File: config.mk
export PLATFORM = sky130hd
export DESIGN_NAME = ultrasonic_ranger_scheduler_flat
export DESIGN_NICKNAME = d
export VERILOG_FILES = /design/src/urs_pkg.sv /design/src/urs_if.sv /design/src/ultrasonic_ranger_scheduler.sv /design/src/flat_wrapper.sv
export SDC_FILE = /design/constraint.sdc
export NUM_CORES = 1
export LEC_CHECK = 0
export BUFFER_PORTS_ARGS = -buffer_cell sky130_fd_sc_hd__buf_2
export CAP_MARGIN = 30
export CORE_UTILIZATION = 51
export CTS_CLUSTER_SIZE = 8
export DETAILED_ROUTE_END_ITERATION = 10
export PLACE_DENSITY = 0.68
export SLEW_MARGIN = 20
export SYNTH_ARGS = -nofsm -noshare
export SYNTH_HDL_FRONTEND = slang
export SYNTH_SLANG_ARGS = --single-unit
export TNS_END_PERCENT = 50
File: constraint.sdc
create_clock -name clk_i -period 9.96 [get_ports clk_i]
set_input_delay 1.494 -clock clk_i [delete_from_list [all_inputs] [get_ports clk_i]]
set_output_delay 1.494 -clock clk_i [all_outputs]
set_load 0.02 [all_outputs]
File: src/urs_pkg.sv
// ----------------------------------------------------------------------------
// urs_pkg
// Types and constants shared by the ultrasonic ranger scheduler sources.
// ----------------------------------------------------------------------------
package urs_pkg;

  // sequencing phase of the sensor currently served
  typedef enum logic [1:0] {
    PH_IDLE = 2'd0,
    PH_TRIG = 2'd1,
    PH_MEAS = 2'd2
  } phase_e;

  // configuration register indexes
  typedef enum logic [1:0] {
    CFG_MAX_ECHO = 2'd0,
    CFG_TIMEOUT  = 2'd1,
    CFG_TRIGGER  = 2'd2,
    CFG_FAULT    = 2'd3
  } cfg_idx_e;

  localparam int unsigned CFG_IDX_W  = 2;
  localparam int unsigned CFG_DATA_W = 16;
  localparam int unsigned TIME_W     = 16;
  localparam int unsigned TRIG_LEN_W = 8;
  localparam int unsigned DIST_W     = 16;

  localparam logic [TIME_W-1:0]     RST_MAX_ECHO = 16'd25000;
  localparam logic [TIME_W-1:0]     RST_TIMEOUT  = 16'd30000;
  localparam logic [TRIG_LEN_W-1:0] RST_TRIGGER  = 8'd10;
  localparam logic [DIST_W-1:0]     RST_FAULT    = 16'hFFFF;

  localparam logic [TIME_W-1:0] TIME_MAX = 16'hFFFF;

  // width * 343 / 2000 as a reciprocal multiply: ceil(343 * 2^27 / 2000),
  // exact for every 16-bit width
  localparam int unsigned      DIST_MUL_W = 25;
  localparam logic [24:0]      DIST_MUL   = 25'd23018341;
  localparam int unsigned      DIST_SHIFT = 27;
  localparam int unsigned      PROD_W     = TIME_W + DIST_MUL_W;

endpackage

File: src/urs_if.sv
// ----------------------------------------------------------------------------
// urs_in_if / urs_out_if
// Valid/ready channels for echo samples and ranging results.
// ----------------------------------------------------------------------------
interface urs_in_if #(
  parameter int unsigned ECHO_W = 3
);
  logic              valid;
  logic              ready;
  logic [ECHO_W-1:0] echo_levels;

  modport source (output valid, output echo_levels, input ready);
  modport sink   (input valid, input echo_levels, output ready);
endinterface

interface urs_out_if #(
  parameter int unsigned ECHO_W = 3,
  parameter int unsigned IDX_W  = 2
);
  logic                        valid;
  logic                        ready;
  logic [ECHO_W-1:0]           trig_levels;
  logic                        reading_valid;
  logic [IDX_W-1:0]            sensor_index;
  logic [urs_pkg::DIST_W-1:0]  distance_mm;
  logic                        is_fault;
  logic                        round_done;

  modport source (output valid, output trig_levels, output reading_valid,
                  output sensor_index, output distance_mm, output is_fault,
                  output round_done, input ready);
  modport sink   (input valid, input trig_levels, input reading_valid,
                  input sensor_index, input distance_mm, input is_fault,
                  input round_done, output ready);
endinterface

File: src/ultrasonic_ranger_scheduler.sv
// ----------------------------------------------------------------------------
// ultrasonic_ranger_scheduler
// Round-robin trigger and echo timing for a bank of ultrasonic rangers.
// ----------------------------------------------------------------------------
// Each input word is one microsecond sample of all echo lines; each accepted
// word yields exactly one result word via both stages, and a new sample is
// taken every cycle while the result side keeps up. The first stage runs the
// phase sequencer (idle, trigger, measure), edge detection and the timeout
// check and registers the echo width; the second stage scales the width to
// millimetres with one reciprocal multiply and holds the result word. A
// stalled result side backs up through both stages to the sample input.
// Configuration is written through a plain write port and must only change
// while no sample is in flight.
module ultrasonic_ranger_scheduler #(
  parameter int unsigned SENSOR_COUNT = 3
) (
  input  logic                              clk_i,
  input  logic                              rst_ni,
  input  logic                              cfg_we_i,
  input  logic [urs_pkg::CFG_IDX_W-1:0]     cfg_idx_i,
  input  logic [urs_pkg::CFG_DATA_W-1:0]    cfg_data_i,
  urs_in_if.sink                            sample_i,
  urs_out_if.source                         result_o
);

  localparam int unsigned ECHO_W  = SENSOR_COUNT;
  localparam int unsigned IDX_W   = (SENSOR_COUNT > 1) ? $clog2(SENSOR_COUNT) : 1;
  localparam logic [IDX_W-1:0] LAST_SENSOR = IDX_W'(SENSOR_COUNT - 1);

  typedef struct packed {
    logic [ECHO_W-1:0]           trig;
    logic                        done;
    logic [IDX_W-1:0]            idx;
    logic                        fault;
    logic                        round;
    logic [urs_pkg::TIME_W-1:0]  width;
  } stage_t;

  // configuration
  logic [urs_pkg::TIME_W-1:0]     max_echo_q;
  logic [urs_pkg::TIME_W-1:0]     timeout_q;
  logic [urs_pkg::TRIG_LEN_W-1:0] trigger_q;
  logic [urs_pkg::DIST_W-1:0]     fault_code_q;

  // sequencer state
  urs_pkg::phase_e            phase_q, phase_d;
  logic [IDX_W-1:0]           active_q, active_d;
  logic [urs_pkg::TIME_W-1:0] elapsed_q, elapsed_d;
  logic [urs_pkg::TIME_W-1:0] rise_at_q, rise_at_d;
  logic                       rise_seen_q, rise_seen_d;
  logic [ECHO_W-1:0]          prev_echo_q;

  // pipeline
  logic                       s1_valid_q;
  stage_t                     s1_q, s1_d;
  logic                       out_valid_q;
  logic [ECHO_W-1:0]          out_trig_q;
  logic                       out_done_q;
  logic [IDX_W-1:0]           out_idx_q;
  logic [urs_pkg::DIST_W-1:0] out_dist_q;
  logic                       out_fault_q;
  logic                       out_round_q;

  logic                       in_fire;
  logic                       s2_free;
  logic                       s1_move;
  logic                       echo_now;
  logic                       echo_before;
  logic [urs_pkg::TIME_W-1:0] count_inc;
  logic [urs_pkg::TIME_W-1:0] width;
  logic                       fall;
  logic                       done;
  logic                       fault;
  logic [urs_pkg::PROD_W-1:0] product;
  logic [urs_pkg::DIST_W-1:0] scaled;
  logic [urs_pkg::DIST_W-1:0] dist_mm;

  assign s2_free        = !out_valid_q || result_o.ready;
  assign s1_move        = s1_valid_q && s2_free;
  assign sample_i.ready = !s1_valid_q || s2_free;
  assign in_fire        = sample_i.valid && sample_i.ready;

  always_ff @(posedge clk_i or negedge rst_ni) begin
    if (!rst_ni) begin
      max_echo_q   <= urs_pkg::RST_MAX_ECHO;
      timeout_q    <= urs_pkg::RST_TIMEOUT;
      trigger_q    <= urs_pkg::RST_TRIGGER;
      fault_code_q <= urs_pkg::RST_FAULT;
    end else if (cfg_we_i) begin
      unique case (urs_pkg::cfg_idx_e'(cfg_idx_i))
        urs_pkg::CFG_MAX_ECHO: max_echo_q   <= cfg_data_i;
        urs_pkg::CFG_TIMEOUT:  timeout_q    <= cfg_data_i;
        urs_pkg::CFG_TRIGGER:  trigger_q    <= cfg_data_i[urs_pkg::TRIG_LEN_W-1:0];
        urs_pkg::CFG_FAULT:    fault_code_q <= cfg_data_i;
        default: ;
      endcase
    end
  end

  assign echo_now    = |((sample_i.echo_levels >> active_q) & ECHO_W'(1));
  assign echo_before = |((prev_echo_q >> active_q) & ECHO_W'(1));

  // phase sequencer and first result stage
  always_comb begin
    phase_d     = phase_q;
    active_d    = active_q;
    elapsed_d   = elapsed_q;
    rise_at_d   = rise_at_q;
    rise_seen_d = rise_seen_q;
    count_inc   = elapsed_q + urs_pkg::TIME_W'(1);
    width       = '0;
    fall        = 1'b0;
    done        = 1'b0;
    fault       = 1'b0;
    s1_d        = '0;

    unique case (phase_q)
      urs_pkg::PH_TRIG: begin
        s1_d.trig = ECHO_W'(1) << active_q;
        if (count_inc >= urs_pkg::TIME_W'(trigger_q)) begin
          phase_d     = urs_pkg::PH_MEAS;
          elapsed_d   = '0;
          rise_at_d   = '0;
          rise_seen_d = 1'b0;
        end else begin
          elapsed_d = count_inc;
        end
      end
      urs_pkg::PH_MEAS: begin
        // counter sticks at full scale
        if (elapsed_q == urs_pkg::TIME_MAX) begin
          count_inc = elapsed_q;
        end
        elapsed_d = count_inc;
        width     = count_inc - rise_at_q;
        if (echo_now && !echo_before) begin
          rise_at_d   = count_inc;
          rise_seen_d = 1'b1;
        end else if (!echo_now && echo_before) begin
          fall  = 1'b1;
          done  = 1'b1;
          fault = !rise_seen_q || (width == '0) || (width >= max_echo_q);
        end
        if (!fall && (count_inc > timeout_q || count_inc == urs_pkg::TIME_MAX)) begin
          done  = 1'b1;
          fault = 1'b1;
        end
        if (done) begin
          s1_d.idx    = active_q;
          s1_d.round  = (active_q >= LAST_SENSOR);
          active_d    = s1_d.round ? '0 : active_q + IDX_W'(1);
          phase_d     = urs_pkg::PH_IDLE;
          elapsed_d   = '0;
          rise_seen_d = 1'b0;
        end
      end
      default: begin
        phase_d   = urs_pkg::PH_TRIG;
        elapsed_d = '0;
      end
    endcase

    s1_d.done  = done;
    s1_d.fault = fault;
    s1_d.width = width;
  end

  always_ff @(posedge clk_i or negedge rst_ni) begin
    if (!rst_ni) begin
      phase_q     <= urs_pkg::PH_IDLE;
      active_q    <= '0;
      elapsed_q   <= '0;
      rise_at_q   <= '0;
      rise_seen_q <= 1'b0;
      prev_echo_q <= '0;
    end else if (in_fire) begin
      phase_q     <= phase_d;
      active_q    <= active_d;
      elapsed_q   <= elapsed_d;
      rise_at_q   <= rise_at_d;
      rise_seen_q <= rise_seen_d;
      prev_echo_q <= sample_i.echo_levels;
    end
  end

  always_ff @(posedge clk_i or negedge rst_ni) begin
    if (!rst_ni) begin
      s1_valid_q <= 1'b0;
    end else if (sample_i.ready) begin
      s1_valid_q <= sample_i.valid;
    end
  end

  always_ff @(posedge clk_i) begin
    if (in_fire) begin
      s1_q <= s1_d;
    end
  end

  // millimetre scaling
  assign product = urs_pkg::PROD_W'(s1_q.width) * urs_pkg::PROD_W'(urs_pkg::DIST_MUL);
  assign scaled  = urs_pkg::DIST_W'(product >> urs_pkg::DIST_SHIFT);

  always_comb begin
    if (!s1_q.done) begin
      dist_mm = '0;
    end else if (s1_q.fault) begin
      dist_mm = fault_code_q;
    end else begin
      dist_mm = scaled;
    end
  end

  always_ff @(posedge clk_i or negedge rst_ni) begin
    if (!rst_ni) begin
      out_valid_q <= 1'b0;
    end else if (s2_free) begin
      out_valid_q <= s1_valid_q;
    end
  end

  always_ff @(posedge clk_i) begin
    if (s1_move) begin
      out_trig_q  <= s1_q.trig;
      out_done_q  <= s1_q.done;
      out_idx_q   <= s1_q.idx;
      out_dist_q  <= dist_mm;
      out_fault_q <= s1_q.fault;
      out_round_q <= s1_q.round;
    end
  end

  assign result_o.valid         = out_valid_q;
  assign result_o.trig_levels   = out_trig_q;
  assign result_o.reading_valid = out_done_q;
  assign result_o.sensor_index  = out_idx_q;
  assign result_o.distance_mm   = out_dist_q;
  assign result_o.is_fault      = out_fault_q;
  assign result_o.round_done    = out_round_q;

endmodule

File: src/flat_wrapper.sv
// flat-port wrapper written by rule: the top's interface ports become plain ports
module ultrasonic_ranger_scheduler_flat import urs_pkg::*;
#(
  parameter int unsigned SENSOR_COUNT = 3
)
  (clk_i, rst_ni, cfg_we_i, cfg_idx_i, cfg_data_i, sample_i_valid, sample_i_echo_levels, sample_i_ready, result_o_valid, result_o_trig_levels, result_o_reading_valid, result_o_sensor_index, result_o_distance_mm, result_o_is_fault, result_o_round_done, result_o_ready);
  urs_in_if #(.ECHO_W(3)) sample_i_i ();
  urs_out_if #(.ECHO_W(3), .IDX_W(2)) result_o_i ();
  input  logic clk_i;
  input  logic rst_ni;
  input  logic cfg_we_i;
  input  logic [urs_pkg::CFG_IDX_W-1:0] cfg_idx_i;
  input  logic [urs_pkg::CFG_DATA_W-1:0] cfg_data_i;
  input wire logic [$bits(sample_i_i.valid)-1:0] sample_i_valid;
  input wire logic [$bits(sample_i_i.echo_levels)-1:0] sample_i_echo_levels;
  output wire logic [$bits(sample_i_i.ready)-1:0] sample_i_ready;
  output wire logic [$bits(result_o_i.valid)-1:0] result_o_valid;
  output wire logic [$bits(result_o_i.trig_levels)-1:0] result_o_trig_levels;
  output wire logic [$bits(result_o_i.reading_valid)-1:0] result_o_reading_valid;
  output wire logic [$bits(result_o_i.sensor_index)-1:0] result_o_sensor_index;
  output wire logic [$bits(result_o_i.distance_mm)-1:0] result_o_distance_mm;
  output wire logic [$bits(result_o_i.is_fault)-1:0] result_o_is_fault;
  output wire logic [$bits(result_o_i.round_done)-1:0] result_o_round_done;
  input wire logic [$bits(result_o_i.ready)-1:0] result_o_ready;
  assign sample_i_i.valid = sample_i_valid;
  assign sample_i_i.echo_levels = sample_i_echo_levels;
  assign sample_i_ready = sample_i_i.ready;
  assign result_o_valid = result_o_i.valid;
  assign result_o_trig_levels = result_o_i.trig_levels;
  assign result_o_reading_valid = result_o_i.reading_valid;
  assign result_o_sensor_index = result_o_i.sensor_index;
  assign result_o_distance_mm = result_o_i.distance_mm;
  assign result_o_is_fault = result_o_i.is_fault;
  assign result_o_round_done = result_o_i.round_done;
  assign result_o_i.ready = result_o_ready;
  ultrasonic_ranger_scheduler #(.SENSOR_COUNT(SENSOR_COUNT)) u_core (.clk_i(clk_i), .rst_ni(rst_ni), .cfg_we_i(cfg_we_i), .cfg_idx_i(cfg_idx_i), .cfg_data_i(cfg_data_i), .sample_i(sample_i_i), .result_o(result_o_i));
endmodule
# Word-level counts from Yosys, hierarchy flattened
# Index checks and enable logic that the tools add are counted.
# Widths: inputs -> output; s select.
word_totals:
  word_cells: 101
  input_bits: 26
  regBits: 146
op_classes:
  add_sub_neg: 3
  shift: 3
  n_eq_ne: 11
  mul: 1
  reduce_logical: 29
  muxes: 25
  n_lt_le_gt_ge: 4
ops:
  columns: ["operator", "count"]
  rows:
  - ["$mux 16", 6]
  - ["$pmux 16 s2", 2]
  - ["$mul 16x25->41 const B", 1]
  - ["$eq 16x16->1 const B", 2]
  - ["$add 16x1->16 const B", 1]
  - ["$ge 16x16->1", 1]
  - ["$ge 16x8->1", 1]
  - ["$gt 16x16->1", 1]
  - ["$logic_not 16->1", 1]
  - ["$sub 16x16->16", 1]
  - ["$mux 14", 1]
  - ["$reduce_and 2->1", 6]
  - ["$mux 1", 11]
  - ["$reduce_and 4->1", 2]
  - ["$eq 2x2->1 const B", 3]
  - ["$logic_not 1->1", 6]
  - ["$mux 2", 3]
  - ["$ne 2x1->1 const B", 3]
  - ["$reduce_and 3->1", 2]
  - ["$shr 3x2->1", 2]
  - ["$logic_and 1x1->1", 5]
  - ["$logic_or 1x1->1", 5]
  - ["$eq 2x1->1 const B", 2]
  - ["$pmux 2 s2", 1]
  - ["7 further kinds", 7]

# Depth between registers and ports, before layout
logic_depth:
  word_depth: 12
  ltp_mapped: 23
  depth_no_buf: 22

# Worst setup path before layout
# OpenSTA, ideal clock, no wires.
synth_path:
  path_type: "reg-to-reg"
  start: "reg u_core.s1_q[7] (netlist name)"
  end: "reg u_core.out_dist_q (netlist bit u_core.result_o.distance_mm[13]) (data pin)"
  synth_period_minus_slack_ps: 6247
  setup_slack_ps: 3713
  stages_incl_launch_ff: 21
  arrival_ps: 5988
  setup_time_ps: 259
  required_time_ps: 9701
  path_cell_list: "edfxtp_1 > fa_1 > inv_1 > fa_1 > inv_1 > fa_1 > fa_1 > fa_1 > inv_1 > fa_1 > inv_1 > ha_1 > and4_1 > nand3_1 > a211o_1 > o2111ai_1 > a21oi_1 > o31ai_1 > o21ai_0 > and3_1 > a211o_1"
synth_between:
  elab_chain_len: 2
synth_rtl:
  columns: ["element", "line_no", "source"]
  rows:
  - ["start: declaration", "ultrasonic_ranger_scheduler.sv:55", "stage_t s1_q, s1_d;"]
  - ["start signal: assignment", "ultrasonic_ranger_scheduler.sv:196", "s1_q <= s1_d;"]
  - ["$mul 16x25->41", "ultrasonic_ranger_scheduler.sv:201", "assign product = urs_pkg::PROD_W'(s1_q.width) * urs_pkg::PROD_W'(urs_pkg::DIST_MUL);"]
  - ["$mux 14", "ultrasonic_ranger_scheduler.sv:207", "end else if (s1_q.fault) begin"]
  - ["end signal: assignment", "ultrasonic_ranger_scheduler.sv:227", "out_dist_q <= dist_mm;"]
  - ["end: declaration", "ultrasonic_ranger_scheduler.sv:60", "logic [urs_pkg::DIST_W-1:0] out_dist_q;"]
# No other way between the ends.
# A chain may end at the register's enable or synchronous reset.

# Worst setup path after layout
layout_path:
  start: "reg u_core.s1_q[4] (netlist name)"
  end: "reg u_core.out_dist_q (netlist bit u_core.result_o.distance_mm[13]) (data pin)"
# Same word-level chain as after synthesis.

==> impl_metrics.json <==
{
  "cts.htree.levels": 4,
  "synthesis.nets": 1857,
  "dpl_cell_area_um2": 15500,
  "r2r-start": "u_core.s1_q[4]$_SDFFCE_PP0P_",
  "start_util_pct": 51.7,
  "holdCritPathClass": "flip-flop to flip-flop",
  "die_h_um": 173,
  "grtUsageTotal_pct": 24.0,
  "numCtsBuffers": 17,
  "ys_ff_latch": 146,
  "synthTopCellsByArea": "fa_1 (21%), ha_1 (18%), dfrtp_1 (11%), edfxtp_1 (9.7%), inv_1 (7.9%)",
  "ys.flop_type": "dfrtp_1",
  "holdPathStages": 0,
  "drc": 0,
  "grt_pass1_wl_um": 55800,
  "worst-path-buf-inv": 4,
  "finalClockSkew_ns": 0.00939,
  "drt_first_pass_iters": 5,
  "ant_nets": 0,
  "min_to": "u_core.result_o.sensor_index[1]$_DFFE_PP_",
  "critPathTopFamily": "adder cells",
  "routedWlPerCell_um": 17.8,
  "rows": 62,
  "fin_tns_setup_ns": 0,
  "coreArea_um2": 28700,
  "max_freq_ghz": 0.139,
  "netlist_instances": 1467,
  "tightest_slew_ns": 0.943,
  "maxCapViolations": 0,
  "critPathKind": "flip-flop to flip-flop",
  "grt_max_degree": 69,
  "io_pins": 52,
  "worstSetupStartpointType": "flip-flop",
  "min_from": "u_core.s1_q[19]$_SDFFCE_PN0P_",
  "r2r-end": "u_core.result_o.distance_mm[13]$_SDFFCE_PN0P_",
  "period_share_pct": 72.4,
  "crit_arrival_ns": 7.39,
  "diodes": 0,
  "detail_route.iter0.violations": 681,
  "dr_total_vias": 10300,
  "synth_common_cells": "inv_1 (314), ha_1 (208), fa_1 (156)",
  "syn_area_um2": 14800,
  "fin_area_um2": 16100,
  "clk_pin_slew_ns": 0.07,
  "seq_area_um2": 3930,
  "ys_async_sr_fraction_pct": 67.1,
  "crit_top_cell": "fa_1",
  "r2r_cells": 20,
  "synth_edf_count": 48,
  "timing.critical_path.fanout_max": 6,
  "fin_ws_ns": 2.75,
  "yosys.area.top_type_share_pct": 21.0,
  "synth_top_area_cell": "fa_1",
  "clk_latency_ns": 0.43,
  "finalSetupViolations": 0,
  "status": "completed",
  "worst_ep_required_time_ns": 10.14,
  "period_needed_ns": 7.21,
  "cts_setup_buffers": 0,
  "grt.overflow.total": 0,
  "rrSetupSlack_ns": 2.75,
  "syn_area_per_cell_um2": 10.1,
  "critPathSlowestCell": "o2111ai_1",
  "cts_resized": 0,
  "slew_viol_final": 0,
  "cp_slowest_stage_delay_ns": 0.63,
  "yosysUniqueCellTypes": 67,
  "crit_chain": "fa_1 > inv_1 > fa_1 > inv_1 > fa_1 > fa_1 > fa_1 > inv_1 > fa_1 > inv_1 > ha_1 > and4_1 > nand3_1 > a211o_1 > o2111ai_1 > a21oi_1 > o31ai_1 > o21ai_0 > and3_1 > a211o_1",
  "synth.most_common_cell": "inv_1",
  "yosys_warnings": 0,
  "wl_um": 33800,
  "gp_congestion": 0.954,
  "root_buffer": "clkbuf_16",
  "clock_sinks": 146,
  "clk_path_buf_depth": 2,
  "endpoint_kind": "flip-flop",
  "slew_headroom_pct": 36.6,
  "fill_cells": 2548,
  "first_global_vias": 10700,
  "viasPerCell": 5.41,
  "nNetsFinal": 1898,
  "port_buffers": 51,
  "multi_input_area_um2": 9560,
  "place_hpwl_um": 27700,
  "rsz0062_at_grt": "no",
  "drive_gt1_share_pct": 11.8,
  "fp.dieArea_um2": 29800,
  "ys_seq_area_share_pct": 26.5,
  "hold_viol": 0,
  "antenna_found_initial": 0,
  "die-width_um": 173,
  "dp_slack_ns": 2.76,
  "cts_tree": "done",
  "area_growth_pct": 8.35,
  "cts_hold_buf": 0
}
## cell type report
type	instances	share of cell area, %
tap	384	2.99
inverter	315	7.35
sequential	146	24.5
clock inverter	15	1.12
timing repair buffer	58	1.98
multi-input combinational	970	59.5
clock buffer	17	2.65
## sequential cells by signal, summed over array words and instances (netlist names), 2 cells and up
name and cells:
u_core.result_o.distance_mm 16, u_core.fault_code_q 16, u_core.max_echo_q 16, u_core.s1_q 24, u_core.rise_at_q 16, u_core.active_q 2
u_core.phase_q 2, u_core.trigger_q 8, u_core.result_o.sensor_index 2, u_core.elapsed_q 16, u_core.prev_echo_q 3, u_core.result_o.trig_levels 3
u_core.timeout_q 16
## kinds of logic (layout without fill, tap and decap cells)
group / after synthesis / in the layout / share of synthesized area [%]
AO/OA/AOI/OAI: 196 / 196 / 8.32
XOR/XNOR: 36 / 36 / 2.12
adder cells (fa/ha/maj): 364 / 364 / 38.6
buffers and inverters: 351 / 405 / 9.10
flip-flops: 146 / 146 / 26.5
multiplexers: 56 / 56 / 4.18
AND/OR/NAND/NOR: 318 / 318 / 11.2
## cells in the final DEF, fill, tap and decap left out, types with 5 or more instances in the layout
| cell | netlist | final |
|---|---|---|
| inv_1 | 314 | 314 |
| ha_1 | 208 | 208 |
| fa_1 | 156 | 156 |
| nand2_1 | 99 | 99 |
| dfrtp_1 | 67 | 67 |
| o21ai_0 | 50 | 50 |
| buf_2 | 9 | 50 |
| a21oi_1 | 48 | 48 |
| mux2_2 | 48 | 48 |
| edfxtp_1 | 48 | 48 |
| nor2_1 | 37 | 37 |
| dfstp_2 | 31 | 31 |
| nand3_1 | 29 | 29 |
| and2_1 | 25 | 25 |
| xnor2_1 | 24 | 24 |
| nor3_1 | 22 | 22 |
| and3_1 | 21 | 21 |
| nand2b_1 | 18 | 18 |
| clkbuf_16 | 0 | 17 |
| a21o_1 | 16 | 16 |
| nor2b_1 | 15 | 15 |
| o31ai_1 | 13 | 13 |
| xor2_1 | 12 | 12 |
| nand4_1 | 11 | 11 |
| o21ai_1 | 10 | 10 |
| a31oi_1 | 8 | 8 |
| nand3b_1 | 8 | 8 |
| mux2i_1 | 8 | 8 |
| a211oi_1 | 7 | 7 |
| buf_4 | 2 | 7 |
| and4_1 | 6 | 6 |
| or3_1 | 5 | 5 |
| or2_2 | 5 | 5 |
| a22o_1 | 5 | 5 |
## how the worst max path moves through the flow
stage,cells after the start,from,slack (ns),to
3_5_place_dp,20,u_core.s1_q[4]$_SDFFCE_PP0P_,2.76,u_core.result_o.distance_mm[13]$_SDFFCE_PN0P_
2_1_floorplan,20,u_core.s1_q[7]$_SDFFCE_PP0P_,3.71,u_core.result_o.distance_mm[13]$_SDFFCE_PN0P_
5_1_grt,22,u_core.s1_q[14]$_SDFFCE_PP0P_,2.43,u_core.result_o.distance_mm[13]$_SDFFCE_PN0P_
3_3_place_gp,20,u_core.s1_q[4]$_SDFFCE_PP0P_,2.87,u_core.result_o.distance_mm[13]$_SDFFCE_PN0P_
6_report,20,u_core.s1_q[4]$_SDFFCE_PP0P_,2.75,u_core.result_o.distance_mm[13]$_SDFFCE_PN0P_
4_1_cts,20,u_core.s1_q[4]$_SDFFCE_PP0P_,2.75,u_core.result_o.distance_mm[13]$_SDFFCE_PN0P_
## routing by layer
| metal | vias up | wire, um | track usage (%) |
|---|---|---|---|
| met5 | - | 0 | 0 |
| met4 | 0 | 711 | 8.26 |
| met3 | 47 | 1050 | 2.55 |
| met2 | 222 | 17200 | 41.8 |
| met1 | 5115 | 14900 | 31.3 |
| li1 | 4924 | - | - |
## per-stage QoR
step                hold slack (ns)  std cells  util, %
floorplan                     0.400       1467        -
global placement              0.402       1872     53.9
detailed placement            0.405       1872     53.9
CTS                           0.419       1904     56.0
global route                  0.429       1905     56.0
finish                        0.419       1905     56.0
Power is left out: the tool's default activity adds up to more than one toggle a clock period on the data nets, which glitch-free logic cannot reach.
